$ cat config.mk
export PLATFORM = sky130hd
export DESIGN_NAME = button_click_mode_controller_core
export DESIGN_NICKNAME = d
export VERILOG_FILES = /design/src/rtl/bclk_pkg.sv /design/src/rtl/bclk_step.sv /design/src/rtl/button_click_mode_controller_core.sv
export SDC_FILE = /design/constraint.sdc
export NUM_CORES = 1
export LEC_CHECK = 0
export ABC_CLOCK_PERIOD_IN_PS = 7030
export BUFFER_PORTS_ARGS = -buffer_cell sky130_fd_sc_hd__buf_2
export CORE_MARGIN = 1.5
export CORE_UTILIZATION = 45
export CTS_CLUSTER_SIZE = 24
export DETAILED_ROUTE_END_ITERATION = 16
export GPL_ROUTABILITY_DRIVEN = 1
export GPL_TIMING_DRIVEN = 0
export PLACE_DENSITY = 0.76
export SLEW_MARGIN = 10
export SYNTH_ARGS = -nofsm -noshare
export SYNTH_HDL_FRONTEND = slang
export SYNTH_SLANG_ARGS = --single-unit
$ cat constraint.sdc
create_clock -name clk -period 7.03 [get_ports clk]
set_input_delay 0.703 -clock clk [delete_from_list [all_inputs] [get_ports clk]]
set_output_delay 0.703 -clock clk [all_outputs]
set_load 0.005 [all_outputs]
$ cat src/rtl/bclk_pkg.sv
`timescale 1ns / 1ps
// Types and constants for the button click mode controller.
// No dependencies; imported by every module of the block.
package bclk_pkg;

	localparam int CFG_IDX_W = 2;
	localparam logic [CFG_IDX_W-1:0] CFG_LONG_CLICK = 2'd0;
	localparam logic [CFG_IDX_W-1:0] CFG_LOCKOUT    = 2'd1;

	localparam logic [7:0]  LONG_CLICK_RST = 8'd10;
	localparam logic [15:0] LOCKOUT_RST    = 16'd1000;

	localparam logic [1:0] SCALE_SINGLE  = 2'd0;
	localparam logic [1:0] SCALE_RISING  = 2'd1;
	localparam logic [1:0] SCALE_FALLING = 2'd2;

	localparam logic [9:0]  DUR_30MS   = 10'd30;
	localparam logic [9:0]  DUR_100MS  = 10'd100;
	localparam logic [9:0]  DUR_500MS  = 10'd500;
	localparam logic [15:0] TONE_DEF   = 16'd65;
	localparam logic [15:0] TONE_300   = 16'd300;
	localparam logic [15:0] TONE_500   = 16'd500;

	typedef enum logic [1:0] {
		MODE_STOP = 2'd0,
		MODE_PLAY = 2'd1,
		MODE_FF   = 2'd2
	} bclk_mode_t;

	typedef struct packed {
		logic        button_level;
		logic [15:0] timer_count;
	} bclk_item_t;

	typedef struct packed {
		logic        tick_accepted;
		logic        motor_valid;
		logic [1:0]  motor_command;
		logic        beep_valid;
		logic [9:0]  beep_duration_ms;
		logic [15:0] beep_tone;
		logic [1:0]  beep_scale;
		logic        direction_forward;
	} bclk_result_t;

	typedef struct packed {
		logic [7:0]  long_click_ticks;
		logic [15:0] lockout_counts;
	} bclk_cfg_t;

	typedef struct packed {
		logic [7:0] press_count;
		bclk_mode_t mode;
		logic       direction;
	} bclk_ctrl_t;

endpackage

$ cat src/rtl/bclk_step.sv
`timescale 1ns / 1ps
// Per-tick classifier: lockout with timer wrap, press counting, click decode.
// Depends on bclk_pkg.
module bclk_step #(
	parameter int TIMER_BITS = 16
) (
	input  bclk_pkg::bclk_item_t   item,
	input  bclk_pkg::bclk_cfg_t    cfg,
	input  bclk_pkg::bclk_ctrl_t   ctrl_cur,
	input  logic signed [((TIMER_BITS > 16) ? TIMER_BITS : 16)+1:0] last_cur,
	output bclk_pkg::bclk_ctrl_t   ctrl_nxt,
	output logic signed [((TIMER_BITS > 16) ? TIMER_BITS : 16)+1:0] last_nxt,
	output bclk_pkg::bclk_result_t result
);
	import bclk_pkg::*;

	localparam int LW = ((TIMER_BITS > 16) ? TIMER_BITS : 16) + 2;
	localparam logic [LW-1:0] TMASK = {LW{1'b1}} >> (LW - TIMER_BITS);
	localparam logic [LW-1:0] SPAN  = {{(LW-1){1'b0}}, 1'b1} << TIMER_BITS;

	logic signed [LW-1:0] t;
	logic signed [LW-1:0] adj;
	logic signed [LW-1:0] thr;
	logic                 blocked;
	logic [7:0]           limit;
	logic [7:0]           pc_inc;

	always_comb begin
		t       = signed'({{(LW-16){1'b0}}, item.timer_count} & TMASK);
		adj     = (t < last_cur) ? (last_cur - signed'(SPAN)) : last_cur;
		thr     = adj + signed'({{(LW-16){1'b0}}, cfg.lockout_counts});
		blocked = (t < thr);
		limit   = (cfg.long_click_ticks == 8'hFF) ? 8'hFF : (cfg.long_click_ticks + 8'd1);
		pc_inc  = ctrl_cur.press_count + 8'd1;
	end

	always_comb begin
		ctrl_nxt = ctrl_cur;
		last_nxt = blocked ? adj : t;
		result   = '0;
		if (!blocked) begin
			result.tick_accepted = 1'b1;
			if (item.button_level) begin
				if (ctrl_cur.press_count < limit) begin
					ctrl_nxt.press_count = pc_inc;
					if (pc_inc == cfg.long_click_ticks) begin
						ctrl_nxt.direction      = ~ctrl_cur.direction;
						result.beep_valid       = 1'b1;
						result.beep_duration_ms = DUR_100MS;
						result.beep_tone        = TONE_500;
						result.beep_scale       = ctrl_cur.direction ? SCALE_FALLING
							: SCALE_RISING;
					end
				end
			end else begin
				if (ctrl_cur.press_count != 8'd0
						&& ctrl_cur.press_count < cfg.long_click_ticks) begin
					result.beep_valid  = 1'b1;
					result.beep_scale  = SCALE_SINGLE;
					result.motor_valid = 1'b1;
					case (ctrl_cur.mode)
						MODE_PLAY: begin
							ctrl_nxt.mode           = MODE_FF;
							result.beep_duration_ms = DUR_100MS;
							result.beep_tone        = TONE_300;
						end
						MODE_FF: begin
							ctrl_nxt.mode           = MODE_STOP;
							result.beep_duration_ms = DUR_500MS;
							result.beep_tone        = TONE_500;
						end
						default: begin
							ctrl_nxt.mode           = MODE_PLAY;
							result.beep_duration_ms = DUR_30MS;
							result.beep_tone        = TONE_DEF;
						end
					endcase
					result.motor_command = ctrl_nxt.mode;
				end
				ctrl_nxt.press_count = 8'd0;
			end
		end
		result.direction_forward = ctrl_nxt.direction;
	end

endmodule

$ cat src/rtl/button_click_mode_controller_core.sv
`timescale 1ns / 1ps
// Button click mode controller: one result per poll tick.
// Path: the item goes into the input reg, then its step result into the result reg; a held
// result stalls the input reg, so the item waits there until the result is taken.
// Throughput: 1 item per cycle; the input stage stalls only while a result is held.
// Reset: config to 10 ticks / 1000 counts, mode stop, direction forward, pipe empty.
// Depends on bclk_pkg and bclk_step.
module button_click_mode_controller_core #(
	parameter int TIMER_BITS = 16
) (
	input  logic                             clk,
	input  logic                             arst_n,
	input  logic                             item_valid,
	output logic                             item_stall,
	input  bclk_pkg::bclk_item_t             item,
	output logic                             result_valid,
	input  logic                             result_stall,
	output bclk_pkg::bclk_result_t           result,
	input  logic                             cfg_valid,
	output logic                             cfg_ready,
	input  logic [bclk_pkg::CFG_IDX_W-1:0]   cfg_index,
	input  logic [15:0]                      cfg_data
);
	import bclk_pkg::*;

	localparam int LW = ((TIMER_BITS > 16) ? TIMER_BITS : 16) + 2;

	bclk_item_t           item_s1;
	logic                 vld_s1;
	bclk_result_t         result_s2;
	logic                 vld_s2;
	bclk_cfg_t            cfg_q;
	bclk_ctrl_t           ctrl_q;
	bclk_ctrl_t           ctrl_d;
	logic signed [LW-1:0] last_q;
	logic signed [LW-1:0] last_d;
	bclk_result_t         step_res;
	logic                 adv;

	assign cfg_ready    = 1'b1;
	assign adv          = vld_s1 && (!vld_s2 || !result_stall);
	assign item_stall   = vld_s1 && !adv;
	assign result_valid = vld_s2;
	assign result       = result_s2;

	bclk_step #(
		.TIMER_BITS(TIMER_BITS)
	) u_step (
		.item     (item_s1),
		.cfg      (cfg_q),
		.ctrl_cur (ctrl_q),
		.last_cur (last_q),
		.ctrl_nxt (ctrl_d),
		.last_nxt (last_d),
		.result   (step_res)
	);

	always_ff @(posedge clk or negedge arst_n) begin
		if (!arst_n) begin
			cfg_q.long_click_ticks <= LONG_CLICK_RST;
			cfg_q.lockout_counts   <= LOCKOUT_RST;
		end else if (cfg_valid && cfg_ready) begin
			case (cfg_index)
				CFG_LONG_CLICK: cfg_q.long_click_ticks <= cfg_data[7:0];
				CFG_LOCKOUT:    cfg_q.lockout_counts   <= cfg_data;
				default: ;
			endcase
		end
	end

	always_ff @(posedge clk or negedge arst_n) begin
		if (!arst_n) begin
			vld_s1 <= 1'b0;
		end else if (item_valid && !item_stall) begin
			vld_s1 <= 1'b1;
		end else if (adv) begin
			vld_s1 <= 1'b0;
		end
	end

	always_ff @(posedge clk) begin
		if (item_valid && !item_stall) begin
			item_s1 <= item;
		end
	end

	always_ff @(posedge clk or negedge arst_n) begin
		if (!arst_n) begin
			vld_s2 <= 1'b0;
		end else if (adv) begin
			vld_s2 <= 1'b1;
		end else if (!result_stall) begin
			vld_s2 <= 1'b0;
		end
	end

	always_ff @(posedge clk) begin
		if (adv) begin
			result_s2 <= step_res;
		end
	end

	always_ff @(posedge clk or negedge arst_n) begin
		if (!arst_n) begin
			ctrl_q.press_count <= 8'd0;
			ctrl_q.mode        <= MODE_STOP;
			ctrl_q.direction   <= 1'b1;
			last_q             <= '0;
		end else if (adv) begin
			ctrl_q <= ctrl_d;
			last_q <= last_d;
		end
	end

endmodule

# Word-level counts from Yosys, hierarchy flattened
# Index checks and enable logic that the tools add are counted.
# word_totals
ff_bits	106
in_bits	40
out_inout_bits	37
elab_cells	77
# op_classes
add_sub_neg	4
order_cmp	4
n_eq_ne	7
n_mux	22
bitwise	4
reduce_logical	18
# op_table
operator	n
29-bit 2-to-1 mux	3
25-bit one-hot mux with 2 select lines	1
17-bit by 18-bit less-than comparator with 1-bit output	2
18-bit 2-to-1 mux	2
33-bit 2-to-1 mux	1
32-bit 2-to-1 mux	1
8-bit 2-to-1 mux	3
18-bit by 17-bit adder with 18-bit output	1
18-bit subtractor (second input constant)	1
8-bit by 1-bit adder with 8-bit output (second input constant)	2
8-bit less-than comparator	2
8-bit equality test	1
8-bit equality test (second input constant)	1
1-bit 2-to-1 mux	8
8-bit nonzero test	1
2-bit by 1-bit equality test with 1-bit output (second input constant)	2
1-bit logical AND	4
1-bit logical NOT	4
2-bit by 1-bit != test with 1-bit output (second input constant)	2
1-bit inverter	4
2-bit one-hot mux with 2 select lines	1
2-bit AND reduction	2
4-bit AND reduction	1
3-bit 2-to-1 mux	1
8 further kinds	8

# Longest topological paths before layout
# depth
depth_word	8
ltp_mapped	18
ltp_nobuf	17

# Cells and area by module
# Synthesis repeated with hierarchy kept, for this count alone.
# hier_totals
hier_cells	598
hier_area_um2	6737.7
# modules_own_cells
module	instances	cells_each	area_per_inst_um2
button_click_mode_controller_core	1	173	3642.2
bclk_step	1	425	3095.5

# Least setup slack after synthesis
# Ideal clock, no wire load.
# synth_path
kind	reg-to-reg
startpoint	register cfg_q[3] (netlist bit)
endpoint	register last_q[14]
arrival_ps	3905
path_slack_ps	3001
stages_incl_launch_ff	18
path_cell_list	dfstp_2 > ha_1 > a21oi_1 > o211a_1 > nor3_1 > o21ai_0 > nand2b_1 > a21oi_1 > xor2_1 > ha_1 > a21o_1 > a21o_1 > a2111oi_0 > and3b_1 > a211oi_1 > a22oi_4 > buf_4 > mux2_2
# synth_between
elab_chain_cells	3
# synth_rtl
item	line_no	rtl
from (decl)	button_click_mode_controller_core.sv:32	bclk_cfg_t cfg_q;
18-bit by 17-bit adder with 18-bit output	bclk_step.sv:31	thr = adj + signed'({{(LW-16){1'b0}}, cfg.lockout_counts});
17-bit by 18-bit less-than comparator with 1-bit output	bclk_step.sv:32	blocked = (t < thr);
18-bit 2-to-1 mux	bclk_step.sv:39	last_nxt = blocked ? adj : t;
to (signal assigned)	button_click_mode_controller_core.sv:111	last_q <= last_d;
to (decl)	button_click_mode_controller_core.sv:35	logic signed [LW-1:0] last_q;
# No other way between the ends.
# A chain may end at the register's enable or synchronous reset.

# Worst setup path in the final report
# Ends and elaborated chain as after synthesis.

==> results.sh <==
export IMPL_outcome="finished, final reports clean"
export IMPL_r2r_slack_ns=2.09
export IMPL_cts_htree_levels=3
export IMPL_post_route_period_util_pct=70.3
export IMPL_leakagePower_nw=3.11
export IMPL_final_common_cell="ha_1"
export IMPL_synth_compound_area_share_pct=14.3
export IMPL_areaGrowthSynthToFinish_pct=15.9
export IMPL_place_inst=782
export IMPL_relSlewSlack_pct=40.2
export IMPL_yosys_area_share_adder_pct=15.4
export IMPL_track_usage_pct=19.3
export IMPL_vias_per_cell=5.26
export IMPL_clock_latency_ns=0.35
export IMPL_die_w_microns=116
export IMPL_drc=0
export IMPL_critPathMaxFanout=10
export IMPL_rsz0062_at_grt="no"
export IMPL_cts_setup_buffers=0
export IMPL_fmax_mhz=202
export IMPL_cts_tree="yes"
export IMPL_grt_pass1_vias=4325
export IMPL_die_h_microns=116
export IMPL_final_core_util_pct=53.0
export IMPL_synth_seq_cells=87
export IMPL_period_needed_ns=4.94
export IMPL_antenna_cells=0
export IMPL_place_hpwl_mm=9.27
export IMPL_synth_top_flop_cell="dfrtp_1"
export IMPL_cts_clk_slew_worst_paths_ns=0.06
export IMPL_crit_type="register to register"
export IMPL_cp_arrival_ns=5.17
export IMPL_port_buffer_count=65
export IMPL_syn_inst=535
export IMPL_ant_nets=0
export IMPL_cp_data_required_time_ns=7.26
export IMPL_drtPass1Iterations=4
export IMPL_setup_viol=0
export IMPL_ys_warnings_count=0
export IMPL_synth_edff_count=32
export IMPL_yosysSeqAreaShare_pct=41.0
export IMPL_synthArstFlopShare_pct=63.2
export IMPL_routed_wl_mm=11.9
export IMPL_p_per_area_mw_per_mm2=407
export IMPL_dieArea_sq_mm=0.0134
export IMPL_core_sq_mm=0.0125
export IMPL_synth_top_family_by_area="adder cells"
export IMPL_final_cell_mix="69 x ha_1, 68 x buf_2, 46 x dfrtp_1, 41 x inv_1, 39 x o21ai_0"
export IMPL_drv_slew=0
export IMPL_synth_xor_area_share_pct=4.29
export IMPL_hold_buffers=0
export IMPL_grt_max_degree=36
export IMPL_cts_sinks=87
export IMPL_synth_cell_types=67
export IMPL_avgSynthCellArea_sq_um=10.7
export IMPL_fin_cells=798
export IMPL_endpoint_kind="register"
export IMPL_drive_above_1_share_pct=25.9
export IMPL_syn_area_sq_mm=0.00572
export IMPL_antenna_found_initial=0
export IMPL_start_util_pct=45.7
export IMPL_synthMuxAreaShare_pct=7.37
export IMPL_core_rowCount=41
export IMPL_worst_slew_pin_slew_ns=0.896
export IMPL_numCtsBuffers=9
export IMPL_place_gp_congestion=0.885
export IMPL_grt_pass1_wl_mm=19.8
export IMPL_ctsResizeCount=0
export IMPL_drtIter0Drc=151
export IMPL_setup_tns_ns=0
export IMPL_grt_overflow_total=0
export IMPL_drv_cap=0
export IMPL_skew_ns=0.00897
export IMPL_fillers=1128
export IMPL_cts_buffer_depth=2
export IMPL_peakVddDrop_mv=0.234
export IMPL_io_pins=77
export IMPL_post_drt_wl_per_cell_microns=14.9
export IMPL_min_path_type="input port to asynchronous set/reset pin"
export IMPL_start_kind="register"
export IMPL_layout_nets=731
export IMPL_root_buffer="clkbuf_16"
export IMPL_vias=4196
export IMPL_synth_simple_gate_area_share_pct=10.8
export IMPL_hold_viol=0
-- worst max-delay path: stages (launching register included) --
cell and delay (ns):
dfstp_2 0.53, ha_1 0.29, a21oi_1 0.20, o211a_1 0.19, nor3_1 0.08, o21ai_0 0.43, nand2b_1 0.13, a21oi_1 0.19
xor2_1 0.19, ha_1 0.27, a21o_1 0.18, a21o_1 0.17, a2111oi_0 0.67, and3b_1 0.29, a211oi_1 0.11, a22oi_4 0.31
buf_4 0.25, mux2_2 0.34
-- state kept, by name (all words and copies together), names as in the netlist --
signal	count
cfg_q	24
ctrl_q	11
result	15
item_s1	17
vld_s1	1
result_valid	1
last_q	18
-- cell type report --
type	count	area, sq um	share of cell area (%)
Tap cell	172	215	3.24
Buffer	31	218	3.28
Inverter	43	161	2.43
Clock buffer	13	250	3.77
Clock inverter	3	67.6	1.02
Multi-Input combinational cell	383	3030	45.7
Sequential cell	87	2350	35.4
Timing Repair Buffer	66	345	5.20
-- per-layer routing --
metal | vias to the layer above | share of wire (%) | track usage (%)
li1 | 2076 | - | -
met1 | 1994 | 42 | 21.8
met2 | 100 | 51 | 34.5
met3 | 26 | 4.0 | 4.65
met4 | 0 | 2.9 | 8.21
met5 | - | 0 | 0
-- per-stage QoR --
step                power (mW)  instance area, sq um  hold WS, ns  setup slack [ns]
finish                    2.70                  6640        0.314              2.09
global placement          2.12                  6300        0.475              2.20
global route              2.94                  6640        0.349              1.85
detailed placement        2.18                  6320        0.489              2.13
floorplan                 1.83                  5760        0.407              3.00
CTS                       2.72                  6640        0.320              2.07
-- worst paths after layout --
path | cells past startpoint | from | endpoint
setup / recovery | 17 | cfg_q[3] | last_q[14]
hold / removal | 1 | arst_n | cfg_q[12]
setup reg to reg | 17 | cfg_q[3] | last_q[14]
hold reg to reg | 1 | vld_s1 | result_valid
max in group asynchronous | 2 | arst_n | ctrl_q[0]
min in group clk | 1 | vld_s1 | result_valid
-- power breakdown --
part	internal, mW	switching, mW	total, mW
Combinational	0.652	0.757	1.41
Clock	0.321	0.196	0.518
Sequential	0.672	0.102	0.774
Total	1.65	1.06	2.70
-- cells by family after synthesis --
family	after synthesis
compound gates	122
simple gates	114
flops	87
buf+inv	74
fa+ha+maj	70
mux	38
xor+xnor	28
other cells	2
-- cells in the mapped netlist (3+ instances only) --
library cell,count,area (sq um)
and2_1,4,25.0
xor2_1,14,123
nand2b_1,9,56.3
nand2_1,23,86.3
a21oi_1,31,155
ha_1,69,863
dfrtp_1,46,1150
o21bai_1,3,22.5
and3_1,7,43.8
a21o_1,11,82.6
o21ai_0,39,195
nor4_1,3,18.8
o21ai_1,4,20.0
xnor2_1,14,123
buf_4,22,165
mux2_2,33,372
nand3_1,10,50.1
o211ai_1,5,37.5
clkbuf_1,4,15.0
dfstp_2,9,236
nor3_1,6,30.0
inv_1,41,154
nor2_1,26,97.6
mux2i_1,5,50.1
nor2b_1,6,37.5
buf_2,3,15.0
nand4_1,4,25.0
o31ai_2,4,50.1
edfxtp_1,32,961
No activity file was read; power rests on OpenSTA's default activity.
